**src/hdl/olex_pkg.sv**
```systemverilog
// ----------------------------------------------------------------------------
// olex_pkg
// Shared types and token codes for the operator, number and identifier lexer.
// ----------------------------------------------------------------------------
package olex_pkg;

	// widths of the line and column counters
	localparam int LINE_BITS   = 24;
	localparam int COLUMN_BITS = 16;

	// token kinds
	localparam logic [4:0] K_ENDL   = 5'd0;
	localparam logic [4:0] K_LT     = 5'd1;
	localparam logic [4:0] K_GT     = 5'd2;
	localparam logic [4:0] K_LPAR   = 5'd3;
	localparam logic [4:0] K_RPAR   = 5'd4;
	localparam logic [4:0] K_LBRK   = 5'd5;
	localparam logic [4:0] K_RBRK   = 5'd6;
	localparam logic [4:0] K_DOT    = 5'd7;
	localparam logic [4:0] K_COMMA  = 5'd8;
	localparam logic [4:0] K_ADD    = 5'd9;
	localparam logic [4:0] K_SUB    = 5'd10;
	localparam logic [4:0] K_MUL    = 5'd11;
	localparam logic [4:0] K_DIV    = 5'd12;
	localparam logic [4:0] K_IADD   = 5'd13;
	localparam logic [4:0] K_ISUB   = 5'd14;
	localparam logic [4:0] K_IMUL   = 5'd15;
	localparam logic [4:0] K_IDIV   = 5'd16;
	localparam logic [4:0] K_ASSIGN = 5'd17;
	localparam logic [4:0] K_EQ     = 5'd18;
	localparam logic [4:0] K_NE     = 5'd19;
	localparam logic [4:0] K_GE     = 5'd20;
	localparam logic [4:0] K_LE     = 5'd21;
	localparam logic [4:0] K_INT    = 5'd22;
	localparam logic [4:0] K_DEC    = 5'd23;
	localparam logic [4:0] K_STR    = 5'd24;
	localparam logic [4:0] K_IDN    = 5'd25;
	localparam logic [4:0] K_TEXT   = 5'd26;
	localparam logic [4:0] K_ERR    = 5'd27;

	// error codes
	localparam logic [2:0] E_NONE     = 3'd0;
	localparam logic [2:0] E_BANG     = 3'd1;
	localparam logic [2:0] E_OPEN_STR = 3'd2;
	localparam logic [2:0] E_LONG_STR = 3'd3;
	localparam logic [2:0] E_LONG_ID  = 3'd4;
	localparam logic [2:0] E_BAD_CHAR = 3'd5;
	localparam logic [2:0] E_BAD_NUM  = 3'd6;

	localparam int unsigned MAX_RES = 3;

	typedef struct packed {
		logic [4:0]             kind;
		logic [LINE_BITS-1:0]   line;
		logic [COLUMN_BITS-1:0] column;
		logic signed [63:0]     value;
		logic signed [10:0]     expo;
		logic [7:0]             ch;
		logic [8:0]             len;
		logic [2:0]             err;
		logic                   last;
	} result_t;

endpackage

```
**src/hdl/olex_core.sv**
```systemverilog
// ----------------------------------------------------------------------------
// olex_core
// Lexer state and the combinational step that turns one byte into up to three
// results.
// ----------------------------------------------------------------------------
module olex_core #(
	parameter int IDENT_MAX   = 64,
	parameter int STRING_MAX  = 256
) (
	input  logic                 clk,
	input  logic                 arst_n,
	input  logic                 fire,
	input  logic [7:0]           in_byte,
	input  logic                 end_of_buffer,
	output olex_pkg::result_t    res [olex_pkg::MAX_RES],
	output logic [1:0]           res_count
);
	import olex_pkg::*;

	localparam int TMAX      = (IDENT_MAX > STRING_MAX) ? IDENT_MAX : STRING_MAX;
	localparam int TCNT_BITS = $clog2(TMAX + 1);
	localparam logic [10:0] ACC_MAX = 11'd2047;

	typedef enum logic [3:0] {
		M_IDLE, M_OP, M_MINUS, M_MINUS_DOT, M_INT, M_FRAC,
		M_EXP_START, M_EXP_DIGITS, M_STRING, M_IDENT, M_ERROR
	} mode_t;

	typedef struct packed {
		mode_t                  mode;
		logic [7:0]             pend;
		logic [LINE_BITS-1:0]   line_cnt;
		logic [COLUMN_BITS-1:0] col_cnt;
		logic [LINE_BITS-1:0]   tok_line;
		logic [COLUMN_BITS-1:0] tok_col;
		logic [63:0]            sig;
		logic                   neg;
		logic [10:0]            frac;
		logic [10:0]            expa;
		logic                   expneg;
		logic [TCNT_BITS-1:0]   tcnt;
		logic                   err_hold;
	} lex_t;

	typedef struct packed {
		lex_t    st;
		logic    emit;
		result_t r;
		logic    redo;
	} pass_t;

	lex_t st_q, st_next;

	function automatic lex_t reset_state();
		lex_t s;
		s          = '0;
		s.mode     = M_IDLE;
		s.line_cnt = LINE_BITS'(1);
		s.tok_line = LINE_BITS'(1);
		return s;
	endfunction

	function automatic logic is_digit(logic [7:0] c);
		return c >= "0" && c <= "9";
	endfunction

	function automatic logic is_id_start(logic [7:0] c);
		return (c >= "a" && c <= "z") || (c >= "A" && c <= "Z") || c == "_";
	endfunction

	function automatic result_t mk(lex_t s, logic [4:0] kind, logic [63:0] value,
			logic [10:0] expo, logic [7:0] ch, logic [2:0] err);
		result_t r;
		r.kind   = kind;
		r.line   = s.tok_line;
		r.column = s.tok_col;
		r.value  = value;
		r.expo   = expo;
		r.ch     = ch;
		r.len    = 9'(s.tcnt);
		r.err    = err;
		r.last   = 1'b0;
		if (kind != K_STR && kind != K_IDN) r.len = '0;
		return r;
	endfunction

	function automatic logic [4:0] op_single(logic [7:0] c);
		case (c)
			"<":     return K_LT;
			">":     return K_GT;
			"+":     return K_ADD;
			"*":     return K_MUL;
			"/":     return K_DIV;
			default: return K_ASSIGN;
		endcase
	endfunction

	function automatic logic [4:0] op_pair(logic [7:0] c);
		case (c)
			"<":     return K_LE;
			">":     return K_GE;
			"+":     return K_IADD;
			"*":     return K_IMUL;
			"/":     return K_IDIV;
			"!":     return K_NE;
			default: return K_EQ;
		endcase
	endfunction

	function automatic logic [63:0] add_digit(logic [63:0] v, logic [7:0] c);
		return (v << 3) + (v << 1) + {60'd0, c[3:0]};
	endfunction

	// close an integer or decimal token
	function automatic result_t finish_num(lex_t s);
		logic [63:0]        v;
		logic signed [12:0] e;
		logic [10:0]        eo;
		v  = s.neg ? (64'd0 - s.sig) : s.sig;
		e  = s.expneg ? -$signed({2'b00, s.expa}) : $signed({2'b00, s.expa});
		e  = e - $signed({2'b00, s.frac});
		if (e > 13'sd1023)       eo = 11'sd1023;
		else if (e < -13'sd1023) eo = -11'sd1023;
		else                     eo = e[10:0];
		if (s.mode == M_INT) return mk(s, K_INT, v, '0, '0, E_NONE);
		return mk(s, K_DEC, v, eo, '0, E_NONE);
	endfunction

	// one pass of the lexer over a byte; may ask for the byte again
	function automatic pass_t step(lex_t s, logic [7:0] c, logic [COLUMN_BITS-1:0] col);
		pass_t       p;
		logic [14:0] en;
		p.st   = s;
		p.emit = 1'b0;
		p.r    = '0;
		p.redo = 1'b0;
		en     = 15'({4'd0, s.expa} * 15'd10) + {11'd0, c[3:0]};
		case (s.mode)
			M_OP: begin
				p.emit = 1'b1;
				if (c == "=") begin
					p.r       = mk(s, op_pair(s.pend), '0, '0, '0, E_NONE);
					p.st.mode = M_IDLE;
				end else if (s.pend == "!") begin
					p.r           = mk(s, K_ERR, '0, '0, '0, E_BANG);
					p.st.mode     = M_ERROR;
					p.st.err_hold = 1'b1;
				end else begin
					p.r       = mk(s, op_single(s.pend), '0, '0, '0, E_NONE);
					p.st.mode = M_IDLE;
					p.redo    = 1'b1;
				end
			end
			M_MINUS: begin
				if (c == "=") begin
					p.emit    = 1'b1;
					p.r       = mk(s, K_ISUB, '0, '0, '0, E_NONE);
					p.st.mode = M_IDLE;
				end else if (is_digit(c)) begin
					p.st.neg  = 1'b1;
					p.st.sig  = add_digit(s.sig, c);
					p.st.mode = M_INT;
				end else if (c == ".") begin
					p.st.neg  = 1'b1;
					p.st.mode = M_MINUS_DOT;
				end else begin
					p.emit    = 1'b1;
					p.r       = mk(s, K_SUB, '0, '0, '0, E_NONE);
					p.st.mode = M_IDLE;
					p.redo    = 1'b1;
				end
			end
			M_MINUS_DOT: begin
				if (is_digit(c)) begin
					p.st.sig  = add_digit(s.sig, c);
					p.st.frac = 11'd1;
					p.st.mode = M_FRAC;
				end else if (is_id_start(c)) begin
					p.emit    = 1'b1;
					p.r       = mk(s, K_TEXT, '0, '0, c, E_NONE);
					p.st.tcnt = TCNT_BITS'(1);
					p.st.mode = M_IDENT;
				end else begin
					p.emit        = 1'b1;
					p.r           = mk(s, K_ERR, '0, '0, '0, E_BAD_CHAR);
					p.st.mode     = M_ERROR;
					p.st.err_hold = 1'b1;
				end
			end
			M_INT, M_FRAC: begin
				if (is_digit(c)) begin
					p.st.sig = add_digit(s.sig, c);
					if (s.mode == M_FRAC && s.frac < ACC_MAX) p.st.frac = s.frac + 11'd1;
				end else if (c == "." && s.mode == M_INT) begin
					p.st.mode = M_FRAC;
				end else if (c == "e" || c == "E") begin
					p.st.mode = M_EXP_START;
				end else begin
					p.emit    = 1'b1;
					p.r       = finish_num(s);
					p.st.mode = M_IDLE;
					p.redo    = 1'b1;
				end
			end
			M_EXP_START, M_EXP_DIGITS: begin
				if (c == "-" && s.mode == M_EXP_START) begin
					p.st.expneg = 1'b1;
					p.st.mode   = M_EXP_DIGITS;
				end else if (is_digit(c)) begin
					p.st.expa = (en > 15'd2047) ? ACC_MAX : en[10:0];
					p.st.mode = M_EXP_DIGITS;
				end else begin
					p.emit    = 1'b1;
					p.r       = finish_num(s);
					p.st.mode = M_IDLE;
					p.redo    = 1'b1;
				end
			end
			M_STRING: begin
				p.emit = 1'b1;
				if (c == "\"") begin
					p.r       = mk(s, K_STR, '0, '0, '0, E_NONE);
					p.st.mode = M_IDLE;
				end else if (32'(s.tcnt) >= STRING_MAX) begin
					p.r           = mk(s, K_ERR, '0, '0, '0, E_LONG_STR);
					p.st.mode     = M_ERROR;
					p.st.err_hold = 1'b1;
				end else begin
					p.r       = mk(s, K_TEXT, '0, '0, c, E_NONE);
					p.st.tcnt = s.tcnt + TCNT_BITS'(1);
				end
			end
			M_IDENT: begin
				p.emit = 1'b1;
				if (is_digit(c) || is_id_start(c)) begin
					if (32'(s.tcnt) >= IDENT_MAX) begin
						p.r           = mk(s, K_ERR, '0, '0, '0, E_LONG_ID);
						p.st.mode     = M_ERROR;
						p.st.err_hold = 1'b1;
					end else begin
						p.r       = mk(s, K_TEXT, '0, '0, c, E_NONE);
						p.st.tcnt = s.tcnt + TCNT_BITS'(1);
					end
				end else begin
					p.r       = mk(s, K_IDN, '0, '0, '0, E_NONE);
					p.st.mode = M_IDLE;
					p.redo    = 1'b1;
				end
			end
			M_IDLE: begin
				p.st.tok_line = s.line_cnt;
				p.st.tok_col  = col;
				case (c)
					" ", "\t", 8'h0d, 8'h0b, 8'h0c: begin
					end
					"\n": begin
						if (s.line_cnt != '1) p.st.line_cnt = s.line_cnt + LINE_BITS'(1);
						p.st.col_cnt  = '0;
						p.st.tok_line = p.st.line_cnt;
						p.st.tok_col  = '0;
						p.emit        = 1'b1;
						p.r           = mk(p.st, K_ENDL, '0, '0, '0, E_NONE);
					end
					"(": begin p.emit = 1'b1; p.r = mk(p.st, K_LPAR, '0, '0, '0, E_NONE); end
					")": begin p.emit = 1'b1; p.r = mk(p.st, K_RPAR, '0, '0, '0, E_NONE); end
					"[": begin p.emit = 1'b1; p.r = mk(p.st, K_LBRK, '0, '0, '0, E_NONE); end
					"]": begin p.emit = 1'b1; p.r = mk(p.st, K_RBRK, '0, '0, '0, E_NONE); end
					".": begin p.emit = 1'b1; p.r = mk(p.st, K_DOT, '0, '0, '0, E_NONE); end
					",": begin p.emit = 1'b1; p.r = mk(p.st, K_COMMA, '0, '0, '0, E_NONE); end
					"<", ">", "+", "*", "/", "!", "=": begin
						p.st.pend = c;
						p.st.mode = M_OP;
					end
					"-": begin
						p.st.sig    = '0;
						p.st.neg    = 1'b0;
						p.st.frac   = '0;
						p.st.expa   = '0;
						p.st.expneg = 1'b0;
						p.st.mode   = M_MINUS;
					end
					"\"": begin
						p.st.tcnt = '0;
						p.st.mode = M_STRING;
					end
					default: begin
						p.emit = 1'b1;
						if (is_digit(c)) begin
							p.emit      = 1'b0;
							p.st.sig    = {60'd0, c[3:0]};
							p.st.neg    = 1'b0;
							p.st.frac   = '0;
							p.st.expa   = '0;
							p.st.expneg = 1'b0;
							p.st.mode   = M_INT;
						end else if (is_id_start(c)) begin
							p.st.tcnt = TCNT_BITS'(1);
							p.r       = mk(p.st, K_TEXT, '0, '0, c, E_NONE);
							p.st.mode = M_IDENT;
						end else begin
							p.r           = mk(p.st, K_ERR, '0, '0, '0, E_BAD_CHAR);
							p.st.mode     = M_ERROR;
							p.st.err_hold = 1'b1;
						end
					end
				endcase
			end
			default: begin
			end
		endcase
		return p;
	endfunction

	// end of buffer: close whatever token is open
	function automatic pass_t flush(lex_t s);
		pass_t p;
		p.st   = s;
		p.emit = 1'b1;
		p.redo = 1'b0;
		p.r    = '0;
		case (s.mode)
			M_OP:
				if (s.pend == "!") p.r = mk(s, K_ERR, '0, '0, '0, E_BANG);
				else               p.r = mk(s, op_single(s.pend), '0, '0, '0, E_NONE);
			M_MINUS:     p.r = mk(s, K_SUB, '0, '0, '0, E_NONE);
			M_MINUS_DOT: p.r = mk(s, K_ERR, '0, '0, '0, E_BAD_NUM);
			M_INT, M_FRAC, M_EXP_START, M_EXP_DIGITS: p.r = finish_num(s);
			M_STRING:    p.r = mk(s, K_ERR, '0, '0, '0, E_OPEN_STR);
			M_IDENT:     p.r = mk(s, K_IDN, '0, '0, '0, E_NONE);
			default:     p.emit = 1'b0;
		endcase
		return p;
	endfunction

	pass_t p1, p2, pf;

	always_comb begin
		lex_t              s;
		result_t           r [MAX_RES];
		logic [1:0]        n;
		p1 = step(st_q, in_byte, st_q.col_cnt);
		p2 = step(p1.st, in_byte, st_q.col_cnt);
		for (int i = 0; i < MAX_RES; i++) r[i] = '0;
		n = 2'd0;
		s = st_q;
		if (!st_q.err_hold && st_q.mode != M_ERROR) begin
			s = p1.st;
			if (p1.emit) begin
				r[n] = p1.r;
				n    = n + 2'd1;
			end
			if (p1.redo) begin
				s = p2.st;
				if (p2.emit) begin
					r[n] = p2.r;
					n    = n + 2'd1;
				end
			end
		end
		if (s.col_cnt != '1) s.col_cnt = s.col_cnt + COLUMN_BITS'(1);
		pf = flush(s);
		if (end_of_buffer) begin
			if (pf.emit) begin
				r[n] = pf.r;
				n    = n + 2'd1;
			end
			s = reset_state();
		end
		if (n != 2'd0) r[n - 2'd1].last = 1'b1;
		res       = r;
		res_count = n;
		st_next   = s;
	end

	always_ff @(posedge clk or negedge arst_n) begin
		if (!arst_n) st_q <= reset_state();
		else if (fire) st_q <= st_next;
	end

endmodule

```
**src/hdl/olex_outq.sv**
```systemverilog
// ----------------------------------------------------------------------------
// olex_outq
// Four-entry result queue: takes up to three results in a cycle, gives one.
// ----------------------------------------------------------------------------
module olex_outq (
	input  logic                 clk,
	input  logic                 arst_n,
	input  logic                 push,
	input  logic [1:0]           push_count,
	input  olex_pkg::result_t    push_res [olex_pkg::MAX_RES],
	input  logic                 pop,
	output logic                 head_valid,
	output olex_pkg::result_t    head,
	output logic                 room
);
	import olex_pkg::*;

	result_t    entry_q [4];
	logic [1:0] rd_q, wr_q;
	logic [2:0] cnt_q;
	logic [2:0] add;

	assign head_valid = cnt_q != 3'd0;
	assign head       = entry_q[rd_q];
	// room for three more once this cycle's pop leaves
	assign room       = (cnt_q - {2'b00, pop}) <= 3'd1;
	assign add        = push ? {1'b0, push_count} : 3'd0;

	always_ff @(posedge clk) begin
		for (int i = 0; i < MAX_RES; i++)
			if (push && 2'(i) < push_count) entry_q[wr_q + 2'(i)] <= push_res[i];
	end

	always_ff @(posedge clk or negedge arst_n) begin
		if (!arst_n) begin
			rd_q  <= '0;
			wr_q  <= '0;
			cnt_q <= '0;
		end else begin
			rd_q  <= rd_q + {1'b0, pop};
			wr_q  <= wr_q + add[1:0];
			cnt_q <= cnt_q + add - {2'b00, pop};
		end
	end

endmodule

```
**src/hdl/operator_number_identifier_lexer.sv**
```systemverilog
// ----------------------------------------------------------------------------
// operator_number_identifier_lexer
// Streaming lexer: one source byte per item in, tokens with line and column out.
// ----------------------------------------------------------------------------
//  channel | signals                                   | accepted when
//  --------+-------------------------------------------+-----------------------
//  input   | in_valid, in_stall, in_byte, end_of_buffer| in_valid & !in_stall
//  output  | out_valid, out_stall, token fields        | out_valid & !out_stall
//
// An accepted byte sits in the input register, where the lexer step runs and
// writes zero to three results into a four-entry queue. Results leave at one
// per cycle when not stalled, so a byte is taken every cycle while each byte
// makes at most one result; bytes that make more throttle input to the queue
// drain. Reset puts the lexer between tokens at line 1, column 0, queue empty.
// Hold the input register whenever the queue cannot take three more results.
// ----------------------------------------------------------------------------
module operator_number_identifier_lexer #(
	parameter int IDENT_MAX   = 64,
	parameter int STRING_MAX  = 256
) (
	input  logic               clk,
	input  logic               arst_n,
	input  logic               in_valid,
	output logic               in_stall,
	input  logic [7:0]         in_byte,
	input  logic               end_of_buffer,
	output logic               out_valid,
	input  logic               out_stall,
	output logic [4:0]         token_kind,
	output logic [23:0]        line_number,
	output logic [15:0]        column_number,
	output logic signed [63:0] number_value,
	output logic signed [10:0] decimal_exponent,
	output logic [7:0]         text_char,
	output logic [8:0]         text_length,
	output logic [2:0]         error_code,
	output logic               last_of_run
);
	import olex_pkg::*;

	logic       valid_s1;
	logic [7:0] byte_s1;
	logic       eob_s1;
	logic       fire, room, pop;
	result_t    res [MAX_RES];
	logic [1:0] res_count;
	result_t    head;

	// the step fires once the queue has room for the worst case
	assign fire     = valid_s1 && room;
	assign in_stall = valid_s1 && !room;
	assign pop      = out_valid && !out_stall;

	always_ff @(posedge clk or negedge arst_n) begin
		if (!arst_n) valid_s1 <= 1'b0;
		else if (!in_stall) valid_s1 <= in_valid;
	end

	// advance payload only on acceptance
	always_ff @(posedge clk) begin
		if (in_valid && !in_stall) begin
			byte_s1 <= in_byte;
			eob_s1  <= end_of_buffer;
		end
	end

	olex_core #(
		.IDENT_MAX  (IDENT_MAX),
		.STRING_MAX (STRING_MAX)
	) u_core (
		.clk          (clk),
		.arst_n       (arst_n),
		.fire         (fire),
		.in_byte      (byte_s1),
		.end_of_buffer(eob_s1),
		.res          (res),
		.res_count    (res_count)
	);

	olex_outq u_outq (
		.clk       (clk),
		.arst_n    (arst_n),
		.push      (fire),
		.push_count(res_count),
		.push_res  (res),
		.pop       (pop),
		.head_valid(out_valid),
		.head      (head),
		.room      (room)
	);

	assign token_kind       = head.kind;
	assign line_number      = head.line;
	assign column_number    = head.column;
	assign number_value     = head.value;
	assign decimal_exponent = head.expo;
	assign text_char        = head.ch;
	assign text_length      = head.len;
	assign error_code       = head.err;
	assign last_of_run      = head.last;

endmodule
```
**config.mk**
```make
export PLATFORM = sky130hd
export DESIGN_NAME = operator_number_identifier_lexer
export DESIGN_NICKNAME = d
export VERILOG_FILES = /design/src/hdl/olex_pkg.sv /design/src/hdl/olex_core.sv /design/src/hdl/olex_outq.sv /design/src/hdl/operator_number_identifier_lexer.sv
export SDC_FILE = /design/constraint.sdc
export NUM_CORES = 2
export LEC_CHECK = 0
export BUFFER_PORTS_ARGS = -buffer_cell sky130_fd_sc_hd__buf_4
export CAP_MARGIN = 5
export CORE_MARGIN = 4
export CORE_UTILIZATION = 40
export DETAILED_ROUTE_END_ITERATION = 6
export PLACE_DENSITY = 0.56
export SLEW_MARGIN = 30
export SYNTH_ARGS = -nofsm -noshare
export SYNTH_HDL_FRONTEND = slang
export SYNTH_SLANG_ARGS = --single-unit
export TNS_END_PERCENT = 10
```
**constraint.sdc**
```tcl
create_clock -name clk -period 11.9 [get_ports clk]
set_input_delay 0.595 -clock clk [delete_from_list [all_inputs] [get_ports clk]]
set_output_delay 0.595 -clock clk [all_outputs]
set_load 0.01 [all_outputs]
```
# == Yosys cells after proc, flatten, opt, wreduce, memory -nomap -nowiden ==
# Memory sizes are Yosys's and may differ from the RTL's.
# Index checks and enable logic that the tools add are counted.
# totals
n_memories,1
latch_bits,0
ram_bits,564
register_bits,207
romBits,0
elab_cells,469
output_inout_bits,143
# classes
reduce_logical,53
n_mux,246
n_mul,2
addsub,32
eq_ne,83
n_bitwise,3
order_cmp,30
n_shift,0
div,0
# memory_table
name,depth,word_bits,read_ports,rd_clocked_by_memory_dff,wr,line_no,source
u_outq.entry_q,4,141,1,0,3,olex_outq.sv:18,result_t entry_q [4];
# op_table
cell,n
one-hot mux 142 bit (8 select lines),4
two-way mux 141 bit,23
two-way mux 423 bit,6
two-way mux 143 bit,14
bitwise mux 423 bit,3
two-way mux 137 bit,8
demux 141 bit (select 2 bit),3
one-hot mux 141 bit (6 select lines),1
two-way mux 190 bit,3
one-hot mux 64 bit (3 select lines),2
two-way mux 88 bit,4
one-hot mux 88 bit (2 select lines),2
two-way mux 64 bit,5
two-way mux 152 bit,2
two-way mux 142 bit,2
"equality test 8 x 6 -> 1 bit, second input constant",32
two-way mux 11 bit,18
"subtractor 1 x 64 -> 64 bit, first input constant",3
two-way mux 80 bit,2
two-way mux 65 bit,2
adder 64 x 4 -> 64 bit,2
adder 64 bit,2
two-way mux 9 bit,11
two-way mux 4 bit,20
76 further kinds,275

# == Depth between registers and ports, before layout ==
# logic_depth
ltp_word,33
mapped_depth,44

# == Hierarchy ==
# Synthesis repeated with hierarchy kept, for this count alone.
# hier_totals
hier_cells,6473
area_unflattened_um2,64969.8
# modules_own_cells
mod,cells_per_inst,seq_area_each_um2,area_each_um2,n_inst
olex_outq,2045,17111.4,34126.5,1
olex_core,4412,4757.1,30503.0,1
operator_number_identifier_lexer,16,295.3,340.3,1

# == Worst setup path before layout ==
# No wires, ideal clock.
# synth_path
kind,reg-to-reg
startpoint,register byte_s1[1]
endpoint,"memory u_outq.entry_q[3][0] (netlist bit), enable pin"
t_arrival_ns,11.667
path_slack_ns,-0.457
stages_incl_launch_ff,20
path_cell_list,edfxtp_1 buf_2 or3_1 clkbuf_1 or4_1 o31a_1 a31o_1 o211a_1 clkbuf_1 xnor2_1 a21o_1 a21o_1 ha_1 o211ai_1 ha_1 or4_1 nand2b_1 buf_2 a31oi_1 o22ai_1
# synth_rtl
element,line_no,source
from (decl),operator_number_identifier_lexer.sv:42,logic [7:0] byte_s1;
from (signal assigned),operator_number_identifier_lexer.sv:62,byte_s1 <= in_byte;
to (decl),olex_outq.sv:18,

==> run summary <==
post-synthesis average cell area -> 9.15 um^2
first-pass GRT wire length -> 361 mm
clk slew on worst S/H paths -> 60 ps
ys flop type -> edfxtp_1
synthesized area -> 58100 um^2
initial antenna violation count -> 8
Syn Inst Count -> 6344
min-delay worst type -> primary input to flop
nets -> 6431
max-cap violations -> 0
GRT Total Usage -> 31.4%
cts bufs inserted -> 92
TritonCTS clock tree -> built
Total Wirelength -> 246 mm
Hold EP -> byte_s1[0]$_DFFE_PP_
clk sinks -> 771
Cell variety after synth -> 111
RSZ-0062 raised after global routing -> no
Die X -> 389 um
final setup violating endpoints -> 0
worst reg2reg path depth -> 44
Die H -> 389 um
H-tree levels -> 3
largest stage delay on the critical path -> 620 ps
PwrDens -> 305 nW/um^2
HPWL after detailed placement -> 169 mm
largest net degree at the start of global routing -> 125
worst r2r dst -> u_outq.entry_q[3][26]$_DFFE_PP_
Sw Share -> 51.6%
Cells after DPL -> 8005
CP dominant cell by count -> o21ai_0
Hold Fails Final Rpt -> 0
worst hold start -> in_byte[0]
die area -> 151000 um^2
Ys Warns -> 0
buffers added on ports -> 155
RePlAce Congestion -> 0.979
Initial Utilization -> 40.4%
Remaining DRCs -> 0
WP data arrival -> 11560 ps
Post-synth ARST share -> 25.7%
drt via density -> 6.83
Period minus WS final -> 11110 ps
Least-Margin Pin Slew -> 1110 ps
num rows -> 139
Critical Path RT -> 12350 ps
Critical-path top delay cell -> fa_1
hold path depth -> 1
clock tree buffer depth -> 3
Yosys reg bits -> 771
crit path max fanout -> 12
core area -> 144000 um^2
vias in the first global route -> 51.7k
First-pass DRT Iterations -> 7
combinational share of power -> 61.2%
Post-DRT Antenna Nets -> 0
via count -> 55.9k
wire per inst -> 30.1 um
CP Capture Type -> flop
Clock power frac -> 14.8%
fin crit share -> 93.4%
Mapped Nets -> 6572
Top Ports -> 156
# Post-CTS Setup Buffers -> 0
initial drt markers -> 8245
fmax -> 90.0 MHz
r2r startpoint -> u_core.st_q[12]$_DFFE_PN0P_
number of flops mapped to enable cells by yosys -> 573
CP Class -> flop to flop
Max VDD drop -> 0.298 mV
Syn-to-layout area delta -> 10.6%
sequential area share after synthesis -> 38.2%
CP startpoint kind -> flop
status -> completed
CTS Root Buffer Type -> clkbuf_16
Leakage Power -> 23.4 nW
Worst R2R Setup Slack -> 790 ps
Clk Latency, worst-skew pair -> 730 ps
Power Internal -> 0.00949 W
max_slew headroom -> 25.4%
Setup Skew -> 32.7 ps
Cell Count, Final, Fillers Out -> 8184
switching power -> 0.0101 W
Final Core Density -> 44.6%
layout cell share with drive strength beyond 1 -> 11.9%
gr ovfl total -> 0
Slew Limit Fails -> 0
sequential share of power -> 23.9%
-- layout by cell type, fill, tap and decap left out, drive strengths merged, types with 44 or more instances in the layout --
cell type    n
nor2b       48
o22ai      309
a211oi      57
nor2       470
xor2        88
a31oi       73
dfrtp      196
o31ai       59
and2        53
a21o        69
nand2b      44
clkinv      45
or3         53
clkbuf     106
nand2      710
inv        108
and3        75
nor3       153
a22oi      128
o21ai      554
o221ai     119
nand3      136
ha         206
xnor2      182
a21oi      374
mux4       141
a22o       128
buf        305
nand4       59
edfxtp     573
-- what timing repair did --
| action | in CTS | in global routing |
|---|---|---|
| hold buffers | 2 | 0 |
| gates resized for setup | 0 | 5 |
| endpoints found under the hold margin | 52 | 0 |
| setup endpoints to repair | 0 | 28 |
-- per-layer routing --
| metal | GRT usage, % | part of all wire (%) | vias to the layer above |
|---|---|---|---|
| met1 | 46.6 | 43 | 27489 |
| met3 | 10.7 | 14 | 450 |
| met5 | 0.797 | 0.085 | - |
| met2 | 43.1 | 40 | 3650 |
| li1 | - | - | 24257 |
| met4 | 8.61 | 2.7 | 10 |
-- Yosys cell counts (all sizes together) (14+ instances only) --
library cell / n / area, um^2
nand2: 710 / 2670
edfxtp: 573 / 17200
o21ai: 554 / 2770
nor2: 470 / 1780
clkbuf: 408 / 1530
a21oi: 374 / 1890
o22ai: 309 / 1930
ha: 206 / 2580
dfrtp: 196 / 4900
xnor2: 182 / 1590
nor3: 153 / 823
mux4: 141 / 3180
nand3: 136 / 681
buf: 133 / 601
a22o: 128 / 1120
a22oi: 128 / 976
o221ai: 119 / 1050
inv: 103 / 387
xor2: 88 / 771
and3: 75 / 469
a31oi: 73 / 457
a21o: 69 / 518
nand4: 59 / 375
o31ai: 59 / 448
a211oi: 57 / 433
and2: 53 / 332
or3: 53 / 332
nor2b: 48 / 300
nand2b: 44 / 275
o211ai: 40 / 300
o21bai: 40 / 300
a221o: 38 / 380
mux2i: 35 / 350
o21a: 35 / 263
or2: 30 / 190
nor4: 27 / 169
o2bb2ai: 27 / 236
or4: 25 / 195
a221oi: 19 / 173
a32o: 15 / 150
a41oi: 15 / 131
a2111oi: 14 / 130
-- how the worst max path moves through the flow --
stage / startpoint / endpoint / slack (ps) / cells after the start
2_1_floorplan: byte_s1[1]$_DFFE_PP_ / u_outq.entry_q[3][0]$_DFFE_PP_ / -460 / 19
3_3_place_gp: u_core.st_q[12]$_DFFE_PN0P_ / u_outq.entry_q[1][24]$_DFFE_PP_ / 810 / 42
3_5_place_dp: u_core.st_q[12]$_DFFE_PN0P_ / u_outq.entry_q[2][25]$_DFFE_PP_ / 650 / 42
4_1_cts: u_core.st_q[12]$_DFFE_PN0P_ / u_outq.entry_q[2][25]$_DFFE_PP_ / 590 / 42
5_1_grt: u_core.st_q[12]$_DFFE_PN0P_ / u_outq.entry_q[1][26]$_DFFE_PP_ / 50 / 44
6_report: u_core.st_q[12]$_DFFE_PN0P_ / u_outq.entry_q[3][26]$_DFFE_PP_ / 790 / 44
-- state kept, by name, indices dropped and copies added, names as in the netlist --
| name | flops |
|---|---|
| byte_s1 | 8 |
| valid_s1 | 1 |
| u_outq.wr_q | 2 |
| u_core.st_q | 190 |
| u_outq.cnt_q | 3 |
| u_outq.rd_q | 2 |
| u_outq.entry_q | 564 |
| eob_s1 | 1 |
-- power by group through the flow --
stage	registers (W)	logic [W]	clock network, W
2_1_floorplan	0.00475	0.00689	0
3_5_place_dp	0.00476	0.0115	0
4_1_cts	0.00471	0.0116	0.00294
3_3_place_gp	0.00473	0.0115	0
6_report	0.00469	0.0120	0.00291
5_1_grt	0.00478	0.0125	0.00305
-- cell families after synthesis --
| kind of cell | count (synthesis) | synth area share (%) |
|---|---|---|
| muxes | 181 | 6.17 |
| and+or+nand+nor | 1982 | 16.3 |
| xor gates and xnor gates | 270 | 4.07 |
| adders and majority gates | 215 | 4.75 |
| AOI/OAI and AO/OA | 2276 | 26.1 |
| buffers and inverters | 649 | 4.38 |
| DFF | 771 | 38.2 |
-- per-stage QoR --
stage / cell area [um^2] / setup TNS [ps] / worst slack, ps / total power [W] / hold WS, ps
after detailed placement: 61000 / 0 / 648 / 0.0163 / 503
after floorplan: 58100 / -151930 / -457 / 0.0116 / 299
final: 64200 / 0 / 787 / 0.0196 / 48.7
after global placement: 60900 / 0 / 812 / 0.0162 / 500
after global routing: 64200 / 0 / 49.2 / 0.0204 / 19.9
after CTS: 64000 / 0 / 593 / 0.0192 / 1.17
-- area by class of cell --
cell class | instances | area [um^2]
antenna | 1 | 2.50
clock buffer | 106 | 2380
clock inverter | 65 | 647
fill | 13858 | 79600
inverter | 107 | 402
multi-input combinational | 4924 | 33800
sequential | 771 | 22200
tap | 1903 | 2380
timing repair buffer | 307 | 2460
-- worst max-delay path, delay by kind of cell (launching register included) --
kind                     cells  cell delay, ps
adder cells (fa/ha/maj)      8            3110
multiplexers                 2             530
flip-flops                   1             490
AO/OA/AOI/OAI               16            3330
XOR/XNOR                     2             410
buffers and inverters        3             310
AND/OR/NAND/NOR             13            2620
Power figures use the tool's default switching activity.
